### src/hdl/spq_pkg.sv
`timescale 1ns / 1ps
// ----------------------------------------------------------------------------
// spq_pkg
// Shared types and constants for the shift-register priority queue.
// ----------------------------------------------------------------------------
package spq_pkg;

    localparam int DEPTH_DEF = 8;
    localparam int PRI_W     = 8;
    localparam int VAL_W     = 32;
    localparam int OCC_W     = 4;

    typedef enum logic [0:0] {
        ACT_INSERT = 1'b0,
        ACT_REMOVE = 1'b1
    } t_spq_action;

    typedef enum logic [1:0] {
        ST_DONE  = 2'd0,
        ST_FULL  = 2'd1,
        ST_EMPTY = 2'd2
    } t_spq_status;

    // input word
    typedef struct packed {
        t_spq_action        action;
        logic [PRI_W-1:0]   entry_priority;
        logic signed [VAL_W-1:0] entry_value;
    } t_spq_in;

    // result word
    typedef struct packed {
        t_spq_status        status;
        logic signed [VAL_W-1:0] removed_value;
        logic [OCC_W-1:0]   occupancy;
    } t_spq_out;

    // contents of one slot
    typedef struct packed {
        logic [PRI_W-1:0]   pri;
        logic [VAL_W-1:0]   val;
    } t_spq_slot;

    // broadcast control from the top level to every cell
    typedef struct packed {
        logic               ins;   // insert, queue not full
        logic               rem;   // remove, queue not empty
        t_spq_slot          entry; // entry being inserted
    } t_spq_ctl;

endpackage

### src/hdl/sorted_priority_queue_core.sv
`timescale 1ns / 1ps
// ----------------------------------------------------------------------------
// sorted_priority_queue_core
// Bounded priority queue kept sorted in a chain of shifting slot cells.
// ----------------------------------------------------------------------------
// Usage:
//   Command channel: a word on i_cmd is taken at a rising edge with start high
//   and busy low. busy is always low, so a command may be issued every cycle.
//   action = insert places the entry behind all held entries of lower or
//   equal priority; action = remove pops the head (lowest priority number).
//   Result channel: one result word per command on o_result, valid for a
//   single cycle while o_done is high, in the cycle after the command is taken.
//   The receiver cannot stall; a result not captured in that cycle is gone.
//   Throughput 1 command per cycle: every cell compares its
//   priority to the new one in parallel and loads from itself, its neighbor
//   or the command in the same cycle, so the count register is the only
//   state shared across the chain.
//   Status: done, full (insert refused, queue unchanged), or empty (remove
//   refused). removed_value is zero except on a successful remove;
//   occupancy is the entry count after the command, low 4 bits.
//   Reset (synchronous, active low) empties the queue and clears o_done.
//   Slot contents are not cleared; only slots below the count are read.
// ----------------------------------------------------------------------------
module sorted_priority_queue_core
    import spq_pkg::*;
#(
    parameter int DEPTH = DEPTH_DEF
) (
    input  logic      i_clk,
    input  logic      i_rst_n,
    input  logic      start,
    output logic      busy,
    input  t_spq_in   i_cmd,
    output logic      o_done,
    output t_spq_out  o_result
);

    localparam int CNT_W = $clog2(DEPTH + 1);

    logic [CNT_W-1:0] r_count;
    logic [CNT_W-1:0] n_count;
    logic             r_done;
    t_spq_out         r_result;
    t_spq_out         n_result;

    logic             accept;
    logic             full;
    logic             empty;
    t_spq_ctl         ctl;

    t_spq_slot        slot   [DEPTH];
    logic             gt     [DEPTH];
    logic             occ    [DEPTH];

    // busy is tied low, so no command is ever held off
    assign busy   = 1'b0;
    assign accept = start && !busy;
    assign full   = (r_count == CNT_W'(DEPTH));
    assign empty  = (r_count == '0);

    // broadcast control; refused commands leave the chain untouched
    always_comb begin
        ctl.ins         = accept && (i_cmd.action == ACT_INSERT) && !full;
        ctl.rem         = accept && (i_cmd.action == ACT_REMOVE) && !empty;
        ctl.entry.pri   = i_cmd.entry_priority;
        ctl.entry.val   = i_cmd.entry_value;
    end

    // chain of cells: slot 0 is the head
    for (genvar g = 0; g < DEPTH; g++) begin : g_cell
        t_spq_slot left_slot;
        t_spq_slot right_slot;
        logic      left_gt;

        assign occ[g] = (CNT_W'(g) < r_count);

        if (g == 0) begin : g_head
            assign left_slot = slot[g];
            assign left_gt   = 1'b0;
        end else begin : g_mid
            assign left_slot = slot[g-1];
            assign left_gt   = gt[g-1];
        end

        if (g == DEPTH - 1) begin : g_tail
            assign right_slot = slot[g];
        end else begin : g_body
            assign right_slot = slot[g+1];
        end

        spq_cell u_cell (
            .i_clk      (i_clk),
            .i_ctl      (ctl),
            .i_occupied (occ[g]),
            .i_left_gt  (left_gt),
            .i_left     (left_slot),
            .i_right    (right_slot),
            .o_slot     (slot[g]),
            .o_gt       (gt[g])
        );
    end

    // entry count
    always_comb begin
        n_count = r_count;
        if (ctl.ins) begin
            n_count = r_count + CNT_W'(1);
        end else if (ctl.rem) begin
            n_count = r_count - CNT_W'(1);
        end
    end

    // result word, built from the count after this command
    always_comb begin
        n_result.status        = ST_DONE;
        n_result.removed_value = '0;
        n_result.occupancy     = OCC_W'(n_count);
        unique case (i_cmd.action)
            ACT_INSERT: begin
                if (full) begin
                    n_result.status = ST_FULL;
                end
            end
            ACT_REMOVE: begin
                if (empty) begin
                    n_result.status = ST_EMPTY;
                end else begin
                    n_result.removed_value = slot[0].val;
                end
            end
            default: begin
                n_result.status = ST_DONE;
            end
        endcase
    end

    always_ff @(posedge i_clk) begin
        if (!i_rst_n) begin
            r_count <= '0;
            r_done  <= 1'b0;
        end else begin
            r_count <= n_count;
            r_done  <= accept;
        end
    end

    always_ff @(posedge i_clk) begin
        if (accept) begin
            r_result <= n_result;
        end
    end

    assign o_done   = r_done;
    assign o_result = r_result;

    // ------------------------------------------------------------------------
    // Assertions
    // ------------------------------------------------------------------------
    a_count_bound: assert property (@(posedge i_clk) disable iff (!i_rst_n)
        r_count <= CNT_W'(DEPTH))
        else $error("entry count beyond depth");

    a_done_follows_accept: assert property (@(posedge i_clk) disable iff (!i_rst_n)
        accept |=> o_done)
        else $error("missing result strobe after command");

    a_full_refused: assert property (@(posedge i_clk) disable iff (!i_rst_n)
        (accept && i_cmd.action == ACT_INSERT && full) |=> $stable(r_count))
        else $error("insert into full queue changed the count");

    a_remove_drops_count: assert property (@(posedge i_clk) disable iff (!i_rst_n)
        ctl.rem |=> (r_count == $past(r_count) - CNT_W'(1)))
        else $error("remove did not decrement the count");

    a_value_only_on_remove: assert property (@(posedge i_clk) disable iff (!i_rst_n)
        (o_done && o_result.status != ST_DONE) |-> (o_result.removed_value == '0))
        else $error("value returned with a refusal status");

endmodule

### src/hdl/spq_cell.sv
`timescale 1ns / 1ps
// ----------------------------------------------------------------------------
// spq_cell
// One slot of the sorted chain: compares against the new entry and shifts.
// ----------------------------------------------------------------------------
module spq_cell
    import spq_pkg::*;
(
    input  logic       i_clk,
    input  t_spq_ctl   i_ctl,
    input  logic       i_occupied,
    input  logic       i_left_gt,   // left neighbor moves back on insert
    input  t_spq_slot  i_left,
    input  t_spq_slot  i_right,
    output t_spq_slot  o_slot,
    output logic       o_gt         // held entry sorts behind the new one
);

    t_spq_slot r_slot;
    t_spq_slot n_slot;

    assign o_gt   = i_occupied && (r_slot.pri > i_ctl.entry.pri);
    assign o_slot = r_slot;

    always_comb begin
        n_slot = r_slot;
        if (i_ctl.ins) begin
            if (i_left_gt) begin
                n_slot = i_left;
            end else if (o_gt || !i_occupied) begin
                // insertion point (or a free slot past it: harmless)
                n_slot = i_ctl.entry;
            end
        end else if (i_ctl.rem) begin
            n_slot = i_right;
        end
    end

    always_ff @(posedge i_clk) begin
        r_slot <= n_slot;
    end

endmodule
### config.mk
export PLATFORM = sky130hd
export DESIGN_NAME = sorted_priority_queue_core
export DESIGN_NICKNAME = d
export VERILOG_FILES = /design/src/hdl/spq_pkg.sv /design/src/hdl/sorted_priority_queue_core.sv /design/src/hdl/spq_cell.sv
export SDC_FILE = /design/constraint.sdc
export NUM_CORES = 1
export LEC_CHECK = 0
export BUFFER_PORTS_ARGS = -buffer_cell sky130_fd_sc_hd__clkbuf_2
export CAP_MARGIN = 15
export CORE_MARGIN = 8
export CORE_UTILIZATION = 30
export DETAILED_ROUTE_END_ITERATION = 6
export PLACE_DENSITY = 0.51
export SETUP_SLACK_MARGIN = 0.3
export SYNTH_ARGS = -nofsm -noshare
export SYNTH_HDL_FRONTEND = slang
export SYNTH_HIERARCHICAL = 1
export SYNTH_SLANG_ARGS = --single-unit
### constraint.sdc
create_clock -name i_clk -period 8.4 [get_ports i_clk]
set_input_delay 1.68 -clock i_clk [delete_from_list [all_inputs] [get_ports i_clk]]
set_output_delay 1.68 -clock i_clk [all_outputs]
set_load 0.01 [all_outputs]
* Word level (Yosys, flattened, before mapping)
Cells that the tools add are included.
** Word-level totals
- Word-level logic and storage cells :: 124
- Output and inout bits :: 40
- Register bits :: 363
- Input port bits :: 44
** Operators by class
- $lt $le $gt $ge :: 16
- Equal/unequal tests :: 8
- Bitwise logic cells :: 1
- $add $sub $neg :: 2
- Mux-type cells :: 34
- Reductions and logical operators :: 42
** Operators with widths (number)
- $mux W40 :: 29
- $gt A8 B8 Y1 :: 8
- $ne A3 B1 Y1 const B :: 6
- $lt A3 B4 Y1 const A :: 4
- $reduce_and A2 Y1 :: 8
- $logic_and A1 B1 Y1 :: 12
- $logic_not A1 Y1 :: 10
- $logic_or A1 B1 Y1 :: 8
- $lt A1 B4 Y1 const A :: 2
- $lt A2 B4 Y1 const A :: 2
- $mux W4 :: 2
- $add A4 B1 Y4 const B :: 1
- $eq A4 B4 Y1 const B :: 1
- $logic_not A4 Y1 :: 1
- $pmux W2 S2 :: 1
- $reduce_bool A2 Y1 :: 2
- $sub A4 B1 Y4 const B :: 1
- $mux W2 :: 1
- $ne A2 B1 Y1 const B :: 1
- $reduce_or A2 Y1 :: 1
- $mux W1 :: 1
- $not A1 Y1 :: 1

* Longest topological paths before layout
Gate-level depths: netlist of the first run.
- Word-level depth :: 6
- Gate-level depth with buffers :: 10
- Gate-level depth less buffers :: 8

* By module
Netlist of the first run, hierarchy kept.
** Modules (own cells, without submodules)
- spq_cell (g_cell[0].u_cell ...) :: cells each 204, sequential area each 1201.2 µm², instances 4, area an instance 2239.6 µm²
- spq_cell (g_cell[4].u_cell ...) :: cells each 204, sequential area each 1201.2 µm², instances 4, area an instance 2237.1 µm²
- sorted_priority_queue_core :: cells each 137, sequential area each 1241.2 µm², instances 1, area an instance 1848.0 µm²

* Worst setup path after synthesis of the first run
Ideal clock, no wire load.
- Kind :: input to register
- Start point :: input i_cmd[39] in the netlist's numbering
- End point :: register g_cell[5].u_cell.r_slot (netlist bit g_cell[5].u_cell/o_slot[0]), enable pin
- Required time :: 7.997 ns
- Cell stages on the path :: 8
- Arrival :: 3.923 ns
- Setup time :: 0.403 ns
- Path buffers :: 1
- Slack :: 4.074 ns
- Cells stage by stage :: inv_1 > ha_1 > and4_1 > and4_1 > a31oi_1 > and2_2 > clkbuf_1 > o32a_1
** Between the ends
- Elaborated cells on any way between the ends :: 7
- Those cells by class :: 2 x order compare; 1 x eq/ne; 4 x reduce/logical
** RTL lines
- from (decl) :: line sorted_priority_queue_core.sv:33 : input t_spq_in i_cmd,
- $gt A8 B8 Y1 :: line spq_cell.sv:22 : assign o_gt = i_occupied && (r_slot.pri > i_ctl.entry.pri);
- $logic_and A1 B1 Y1 :: line spq_cell.sv:22
- net g_cell[5].left_gt :: line sorted_priority_queue_core.sv:73 : logic left_gt;
- $ne A3 B1 Y1 (no source line)
- $reduce_and A2 Y1 (no source line)
- to (signal assigned) :: line spq_cell.sv:40 : r_slot <= n_slot;
- to (decl) :: line spq_cell.sv:19 : t_spq_slot r_slot;
The timed path passes the listed nets, and every way through them passes these cells.
A chain may end at the register's enable or synchronous reset.

==> impl_metrics.json, run 1 <==
{
  "critPathRequiredTime_ns": 8.65,
  "grt_max_degree": 306,
  "p_seq_share_pct": 46.9,
  "setup_tns_ns": 0,
  "grt_pass1_vias": 13530,
  "power_density_mw_per_mm2": 240.8,
  "critical_path_arrival_ns": 5.31,
  "endpoint": "g_cell[7].u_cell/o_slot[7]",
  "drtIter0Drc": 980,
  "status": "complete, no violations",
  "reg2reg_from": "r_count[0]",
  "max_freq_mhz": 197.4,
  "tightest_slew_ns": 1.302,
  "num-nets-final": 1904,
  "hpwl_um": 30630,
  "critPathCaptureType": "register",
  "regToRegSetupSlack_ns": 4.29,
  "dr_total_vias": 13530,
  "slew_violations": 0,
  "ant_nets": 0,
  "internal-power_mw": 3.772,
  "drive_above_1_share_pct": 10.31,
  "skew_ns": 0.02383,
  "grt_pass1_wl_um": 79600,
  "cts_tree": "yes",
  "postCtsSetupBuffers": 0,
  "rsz0062_at_grt": "no",
  "overflow": 0,
  "peakVddDrop_mv": 0.1305,
  "crit_start": "i_cmd[40]",
  "start_util_pct": 30.14,
  "ios": 84,
  "clk_path_buf_depth": 3,
  "max-cap-violations": 0,
  "cp-start-kind": "input pin",
  "maxSlewHeadroom_pct": 13.22,
  "htree_num_levels": 2,
  "ff_latch_area_sq_mm": 0.01085,
  "p_switching_mw": 1.576,
  "antenna_cells": 0,
  "numClockSinks": 363,
  "synthCells": 1768,
  "ctsResizeCount": 0,
  "nFillCells": 6502,
  "firstDrtPassIters": 7,
  "hold_violations": 0,
  "final_util_pct": 33.90,
  "hold_buffers": 0,
  "cts_made_buffers": 42,
  "yosysWarningCount": 6,
  "wl_per_cell_um": 18.99,
  "worst-path-max-fanout": 305,
  "clk_pin_slew_ns": 0.06,
  "dieArea_sq_mm": 0.07429,
  "p_comb_share_pct": 19.9,
  "num_rows": 94,
  "antenna_found_initial": 0,
  "via_per_inst": 5.034,
  "area_delta_synth_final_pct": 12.44,
  "reg2reg_depth": 7,
  "multi_input_area_sq_mm": 0.008128,
  "io_buffers": 82,
  "post-route-period-util_pct": 60.31,
  "worstHoldPathType": "register to register",
  "cts-root-buf": "clkbuf_16",
  "path_class": "input pin to register",
  "drc": 0,
  "clock_latency_ns": 0.56,
  "wl_um": 51030,
  "finalSetupViolCount": 0,
  "syn_area_per_cell_sq_um": 11.17,
  "switching_share_pct": 29.47,
  "gp_congestion": 0.7593,
  "fp.coreArea_sq_mm": 0.06551,
  "die_h_um": 272.6,
  "grt_util_all_layers_pct": 13.40,
  "syn_area_sq_mm": 0.01975,
  "die_x_um": 272.6,
  "min_period_ns": 5.066,
  "clkPwrFrac_pct": 33.2,
  "worst_hold_slack_ns": 0.5982,
  "leakage_nw": 8.042,
  "worstReg2RegEnd": "g_cell[7].u_cell/o_slot[7]"
}
metal layers:
| metal | share of wire, % | vias up | global-route usage [%] | wire length (um) |
|---|---|---|---|---|
| li1 | - | 6544 | - | - |
| met3 | 4.0 | 66 | 2.115 | 2025 |
| met4 | 2.1 | 0 | 3.840 | 1081 |
| met1 | 46 | 6690 | 17.61 | 23530 |
| met2 | 48 | 226 | 22.68 | 24400 |
| met5 | 0 | - | 0 | 0 |
sequential cells by signal, indices dropped and copies added (netlist names):
signal,cells
r_count,4
o_done,1
g_cell.u_cell/o_slot,320
o_result,38
power by group through the flow:
| stage | Sequential [mW] | Clock [mW] | Combinational (mW) |
|---|---|---|---|
| CTS | 2.51 | 1.84 | 1.08 |
| floorplan | 2.50 | 0 | 0.737 |
| finish | 2.51 | 1.78 | 1.07 |
| global route | 2.54 | 1.89 | 1.19 |
| global placement | 2.54 | 0 | 1.05 |
| detailed placement | 2.54 | 0 | 1.07 |
worst min path at each step:
stage	from	to	slack [ns]	cells past startpoint
3_5_place_dp	g_cell[7].u_cell/o_slot[6]	g_cell[6].u_cell/o_slot[6]	0.59	2
2_1_floorplan	g_cell[5].u_cell/o_slot[0]	g_cell[4].u_cell/o_slot[0]	0.56	2
5_1_grt	g_cell[7].u_cell/o_slot[16]	g_cell[6].u_cell/o_slot[16]	0.61	2
4_1_cts	g_cell[7].u_cell/o_slot[16]	g_cell[6].u_cell/o_slot[16]	0.60	2
6_report	g_cell[1].u_cell/o_slot[27]	g_cell[0].u_cell/o_slot[27]	0.60	2
3_3_place_gp	g_cell[6].u_cell/o_slot[19]	g_cell[5].u_cell/o_slot[19]	0.58	2
layout make-up:
type / instances / share of cell area [%]
clock buffers: 57 / 5.263
well taps: 864 / 4.868
clock inverters: 18 / 0.6198
inverters: 69 / 1.166
multi-input cells: 1213 / 36.60
flip-flops and latches: 363 / 48.86
repair buffers: 103 / 2.615
layout by cell type (no fill, tap or decap), types with 16 or more instances in the layout:
cell type	count
ha_1	68
and3_1	33
nor2_1	322
edfxtp_1	358
inv_1	69
mux2i_1	321
a21oi_1	338
buf_4	20
and4_1	16
nand2_1	19
clkbuf_2	82
clkbuf_16	43
worst max-delay path, stage by stage:
cell and delay [ns]:
clkbuf_2 0.53, nor2b_1 0.44, and2_4 0.61, buf_4 0.69
buf_12 0.78, a21oi_1 0.21
metrics by stage:
stage,cells,area [sq um],setup slack (ns),power [mW]
2_1_floorplan,1769,19750,4.074,3.241
3_3_place_gp,2612,20900,2.941,3.589
3_5_place_dp,2612,20900,2.895,3.617
4_1_cts,2687,22210,3.464,5.426
5_1_grt,2687,22210,3.025,5.615
6_report,2687,22210,3.334,5.348
(Power assumes the default switching activity.)
==> inputs of run 2 (changes only) <==
Clock period 8.4 ns to 4.8 ns, I/O delays scaled along.
==> run 2 against run 1 <==
Clock-buffer cell count shrank 5. Flip-flop and latch count is the same. Total power grew 79%. Routed wire length grew 2.5%. Global-route usage grew 0.26 points. Via count grew 0.13%. Combinational power grew 79%. Clock power grew 84%. Critical endpoint is now g_cell[1].u_cell/o_slot[5]. Highest routed layer is now met5.
==> impl_metrics.json, run 2 (synthesis gave the netlist of run 1 again) <==
{
  "status": "complete, no violations",
  "cp-start-kind": "input pin",
  "area_delta_synth_final_pct": 13.96,
  "p_total_mw": 9.592,
  "hpwl_um": 32120,
  "grt_util_all_layers_pct": 13.66,
  "power_density_mw_per_mm2": 426.2,
  "post-route-period-util_pct": 70.77,
  "ff_latch_area_sq_mm": 0.01085,
  "dp.cells": 2622,
  "final_cells": 2696,
  "htree_num_levels": 2,
  "critical_path_arrival_ns": 3.67,
  "slew_violations": 0,
  "hold_violations": 0,
  "cts_tree": "yes",
  "drc": 0,
  "max_freq_mhz": 294.4,
  "drive_above_1_share_pct": 10.64,
  "largest_register_ffs": 320,
  "num-nets-final": 1915,
  "hold_buffers": 0,
  "cts-root-buf": "clkbuf_16",
  "clk_pin_slew_ns": 0.06,
  "drtIter0Drc": 917,
  "nFillCells": 6461,
  "antenna_found_initial": 5,
  "peakVddDrop_mv": 0.2109,
  "postCtsSetupBuffers": 0,
  "dieArea_sq_mm": 0.07429,
  "clock_latency_ns": 0.56,
  "setup_tns_ns": 0,
  "skew_ns": 0.02284,
  "maxSlewHeadroom_pct": 35.50,
  "ctsResizeCount": 0,
  "dpl_cell_area_sq_mm": 0.02114,
  "dr_total_vias": 13540,
  "leakage_nw": 8.159,
  "place_ws_ns": 0.8225,
  "final_cell_mix": "358 x edfxtp_1, 338 x a21oi_1, 322 x nor2_1",
  "grt_pass1_vias": 13560,
  "max-cap-violations": 0,
  "fp.coreArea_sq_mm": 0.06551,
  "tightest_slew_ns": 0.9675,
  "critPathRequiredTime_ns": 5.07,
  "gp_congestion": 0.7696,
  "ant_nets": 0,
  "start_util_pct": 30.14,
  "worstHoldPathType": "register to register",
  "finalSetupViolCount": 0,
  "wl_per_cell_um": 19.41,
  "final_common_cell": "edfxtp_1",
  "path_class": "input pin to register",
  "grt_pass1_wl_um": 80810,
  "antenna_cells": 0,
  "worst-path-max-fanout": 40,
  "cts_made_buffers": 43,
  "rsz0062_at_grt": "no",
  "grt_max_degree": 244,
  "io_buffers": 82,
  "finish.instance_area_sq_mm": 0.02250,
  "ios": 84,
  "clk_path_buf_depth": 3,
  "num_rows": 94,
  "multi_input_area_sq_mm": 0.008128,
  "critPathCaptureType": "register",
  "numClockSinks": 363,
  "via_per_inst": 5.024,
  "firstDrtPassIters": 5,
  "overflow": 0,
  "wl_um": 52330,
  "die_h_um": 272.6,
  "die_x_um": 272.6,
  "worst_slack_ns": 1.403,
  "min_period_ns": 3.397
}
[run 2: cell count changes in the layout (fill, tap and decap cells not counted)]
cell and delta:
bufinv_16 +4, buf_12 +13, clkinv_2 -4, clkinv_4 +1, clkbuf_8 -4, buf_4 -3
clkinv_1 +3, clkbuf_1 -1
[run 2: layout make-up]
type	count	area share, %
flip-flops and latches	363	48.22
multi-input cells	1213	36.12
clock buffers	52	4.932
well taps	864	4.804
repair buffers	113	3.636
inverters	69	1.151
clock inverters	22	1.145
[run 2: layer usage]
layer  vias to the layer above  part of all wire (%)  wire length (um)  global-route usage (%)
li1                       6564                     -                 -                       -
met1                      6688                    47             24600                   18.44
met2                       214                    47             24580                   22.63
met3                        72                   4.0              2109                   2.238
met4                         6                   1.9               995                   3.573
met5                         -                 0.076                40                       0
[run 2: final timing paths]
kind                                     from                           to  slack [ns]  cells after the start
setup reg to reg                   r_count[0]  g_cell[0].u_cell/o_slot[31]        1.63                      8
hold reg to reg   g_cell[3].u_cell/o_slot[20]  g_cell[2].u_cell/o_slot[20]        0.59                      2
setup / recovery                    i_cmd[39]   g_cell[1].u_cell/o_slot[5]        1.40                     10
hold / removal    g_cell[3].u_cell/o_slot[20]  g_cell[2].u_cell/o_slot[20]        0.59                      2
[run 2: report_power, final]
part,total [mW],switching (mW),internal [mW]
Sequential,4.39,0.264,4.13
Combinational,1.92,1.21,0.709
Clock,3.28,1.33,1.96
Total,9.59,2.80,6.79
[run 2: critical path, cell delays in order]
cell and delay (ns):
clkbuf_2 0.28, inv_1 0.09, ha_1 0.33, and4_1 0.24, and4_1 0.20, a31oi_1 0.24, and2_2 0.20, buf_4 0.73
mux2i_1 0.27, a21oi_1 0.10
[run 2: stage by stage]
| stage | hold slack [ns] | util [%] |
|---|---|---|
| floorplan | 0.5621 | - |
| global placement | 0.5755 | 32.26 |
| detailed placement | 0.5897 | 32.26 |
| CTS | 0.6020 | 34.35 |
| global route | 0.6153 | 34.35 |
| finish | 0.5926 | 34.35 |
==> inputs of run 3 (changes only) <==
Settings changed: PLACE_DENSITY 0.51 to 0.52.
Clock period 4.8 ns to 2.7 ns, I/O delays scaled along.
==> run 3 against run 2 <==
Design area grew 12%. First-iteration DRC count increased by 1.4%. Hold slack got worse by 0.25 ns.
==> impl_metrics.json, run 3 (synthesis gave the netlist of run 1 again) <==
{
  "dpl_cell_area_sq_mm": 0.02215,
  "switching_share_pct": 29.78,
  "setup_tns_ns": 0,
  "status": "complete, no violations",
  "worst-path-max-fanout": 8,
  "final_common_cell": "edfxtp_1",
  "peakVddDrop_mv": 0.4093,
  "grt_pass1_vias": 14350,
  "skew_ns": 0.01868,
  "die_x_um": 272.6,
  "antenna_found_initial": 7,
  "clock_latency_ns": 0.58,
  "grtUsageMet2_pct": 23.30,
  "clk_pin_slew_ns": 0.06,
  "critPathRequiredTime_ns": 3.02,
  "htree_num_levels": 2,
  "wl_per_cell_um": 20.36,
  "via_per_inst": 5.020,
  "power_density_mw_per_mm2": 730.5,
  "internal-power_mw": 12.95,
  "top_usage_layer": "met2",
  "drtIter0Drc": 930,
  "hold_violations": 0,
  "worst_slack_ns": 0.1612,
  "drc": 0,
  "largest_register_ffs": 320,
  "p_comb_share_pct": 26.1,
  "start_util_pct": 30.14,
  "grtUsageMet1_pct": 19.34,
  "slew_violations": 0,
  "cts_tree": "yes",
  "place_ws_ns": -0.2709,
  "worstHoldPathType": "input pin to register",
  "critPathCaptureType": "register",
  "finalSetupViolCount": 0,
  "rsz0062_at_grt": "yes",
  "cts-root-buf": "clkbuf_16",
  "ios": 84,
  "dr_total_vias": 14350,
  "grt_util_all_layers_pct": 14.20,
  "fp.coreArea_sq_mm": 0.06551,
  "num_rows": 94,
  "num-nets-final": 2070,
  "leakage_nw": 9.279,
  "max-cap-violations": 0,
  "grt_pass1_wl_um": 84390,
  "tightest_slew_ns": 0.6170,
  "overflow": 0,
  "hpwl_um": 35660,
  "worst_hold_slack_ns": 0.3390,
  "maxSlewHeadroom_pct": 58.87,
  "drive_above_1_share_pct": 21.49,
  "min_period_ns": 2.539,
  "area_delta_synth_final_pct": 27.82,
  "cp-start-kind": "register",
  "gp_congestion": 0.7731,
  "path_class": "register to register",
  "io_buffers": 82,
  "wl_um": 58210,
  "max_freq_mhz": 393.9,
  "met3_usage_pct": 2.771,
  "p_seq_share_pct": 42.3,
  "dieArea_sq_mm": 0.07429,
  "clkPwrFrac_pct": 31.5,
  "firstDrtPassIters": 5,
  "grt_max_degree": 111,
  "finish.instance_area_sq_mm": 0.02524,
  "final_cell_mix": "358 x edfxtp_1, 333 x a21oi_1, 322 x nor2_1",
  "die_h_um": 272.6,
  "ant_nets": 0,
  "clk_path_buf_depth": 3,
  "p_switching_mw": 5.491,
  "critical_path_arrival_ns": 2.86,
  "post-route-period-util_pct": 94.03,
  "hold_buffers": 0,
  "numClockSinks": 363,
  "cts_made_buffers": 44
}
[run 3: cell count changes in the layout (fill, tap and decap cells not counted), moves of 8 or more]
cell / previous run / this run
and2_2: 15 / 7
buf_4: 17 / 95
mux2i_2: 0 / 11
buf_6: 0 / 15
ha_1: 68 / 46
ha_4: 0 / 21
mux2i_1: 321 / 304
clkbuf_16: 43 / 63
buf_12: 14 / 48
and2_4: 2 / 11
[run 3: worst paths after layout]
check / start / endpoint / slack, ns / cells after the start
worst min register to register: g_cell[3].u_cell/o_slot[25] / g_cell[2].u_cell/o_slot[25] / 0.60 / 2
worst max-delay path: g_cell[4].u_cell/o_slot[38] / g_cell[5].u_cell/o_slot[37] / 0.16 / 9
worst min-delay path: i_rst_n / r_count[2] / 0.34 / 2
worst max register to register: g_cell[4].u_cell/o_slot[38] / g_cell[5].u_cell/o_slot[37] / 0.16 / 9
[run 3: area by class of cell]
class	count	area [sq um]
antenna	3	7.507
clock buffer	62	1199
clock inverter	18	196.4
fill	6244	40270
inverter	69	262.8
multi-input combinational	1214	8760
sequential	363	10850
tap	864	1081
timing repair buffer	266	2884
[run 3: per-layer routing]
metal / part of all wire (%) / vias up
li1: - / 6865
met1: 46 / 7131
met2: 47 / 282
met3: 4.6 / 71
met4: 1.9 / 4
met5: 0.045 / -
[run 3: worst max-delay path, cell delays in order, from the launching register on]
cell and delay, ns:
edfxtp_1 0.46, ha_4 0.31, and4_4 0.21, o2111ai_1 0.14
a31oi_1 0.18, buf_4 0.16, and2_4 0.28, buf_12 0.20
mux2i_2 0.23, a21oi_1 0.09
[run 3: metrics by stage]
| stage | util, % | cells | power (mW) |
|---|---|---|---|
| final | 38.53 | 2859 | 18.44 |
| after global routing | 38.52 | 2856 | 19.30 |
| after CTS | 36.60 | 2802 | 17.92 |
| after detailed placement | 33.81 | 2688 | 11.81 |
| after global placement | 33.81 | 2688 | 11.70 |
| after floorplan | - | 1769 | 10.17 |
[run 3: power by group through the flow]
stage / Sequential, mW / Clock [mW] / Combinational [mW]
after floorplan: 7.77 / 0 / 2.39
after global placement: 7.89 / 0 / 3.80
after detailed placement: 7.92 / 0 / 3.89
after CTS: 7.79 / 5.99 / 4.13
after global routing: 7.90 / 6.19 / 5.21
final: 7.81 / 5.82 / 4.82
[run 3: repair_timing]
action,CTS,global route
endpoints found under the setup margin,432,576
pin swaps,8,177
gates cloned,4,20
buffers inserted,30,34
resized for setup,24,79
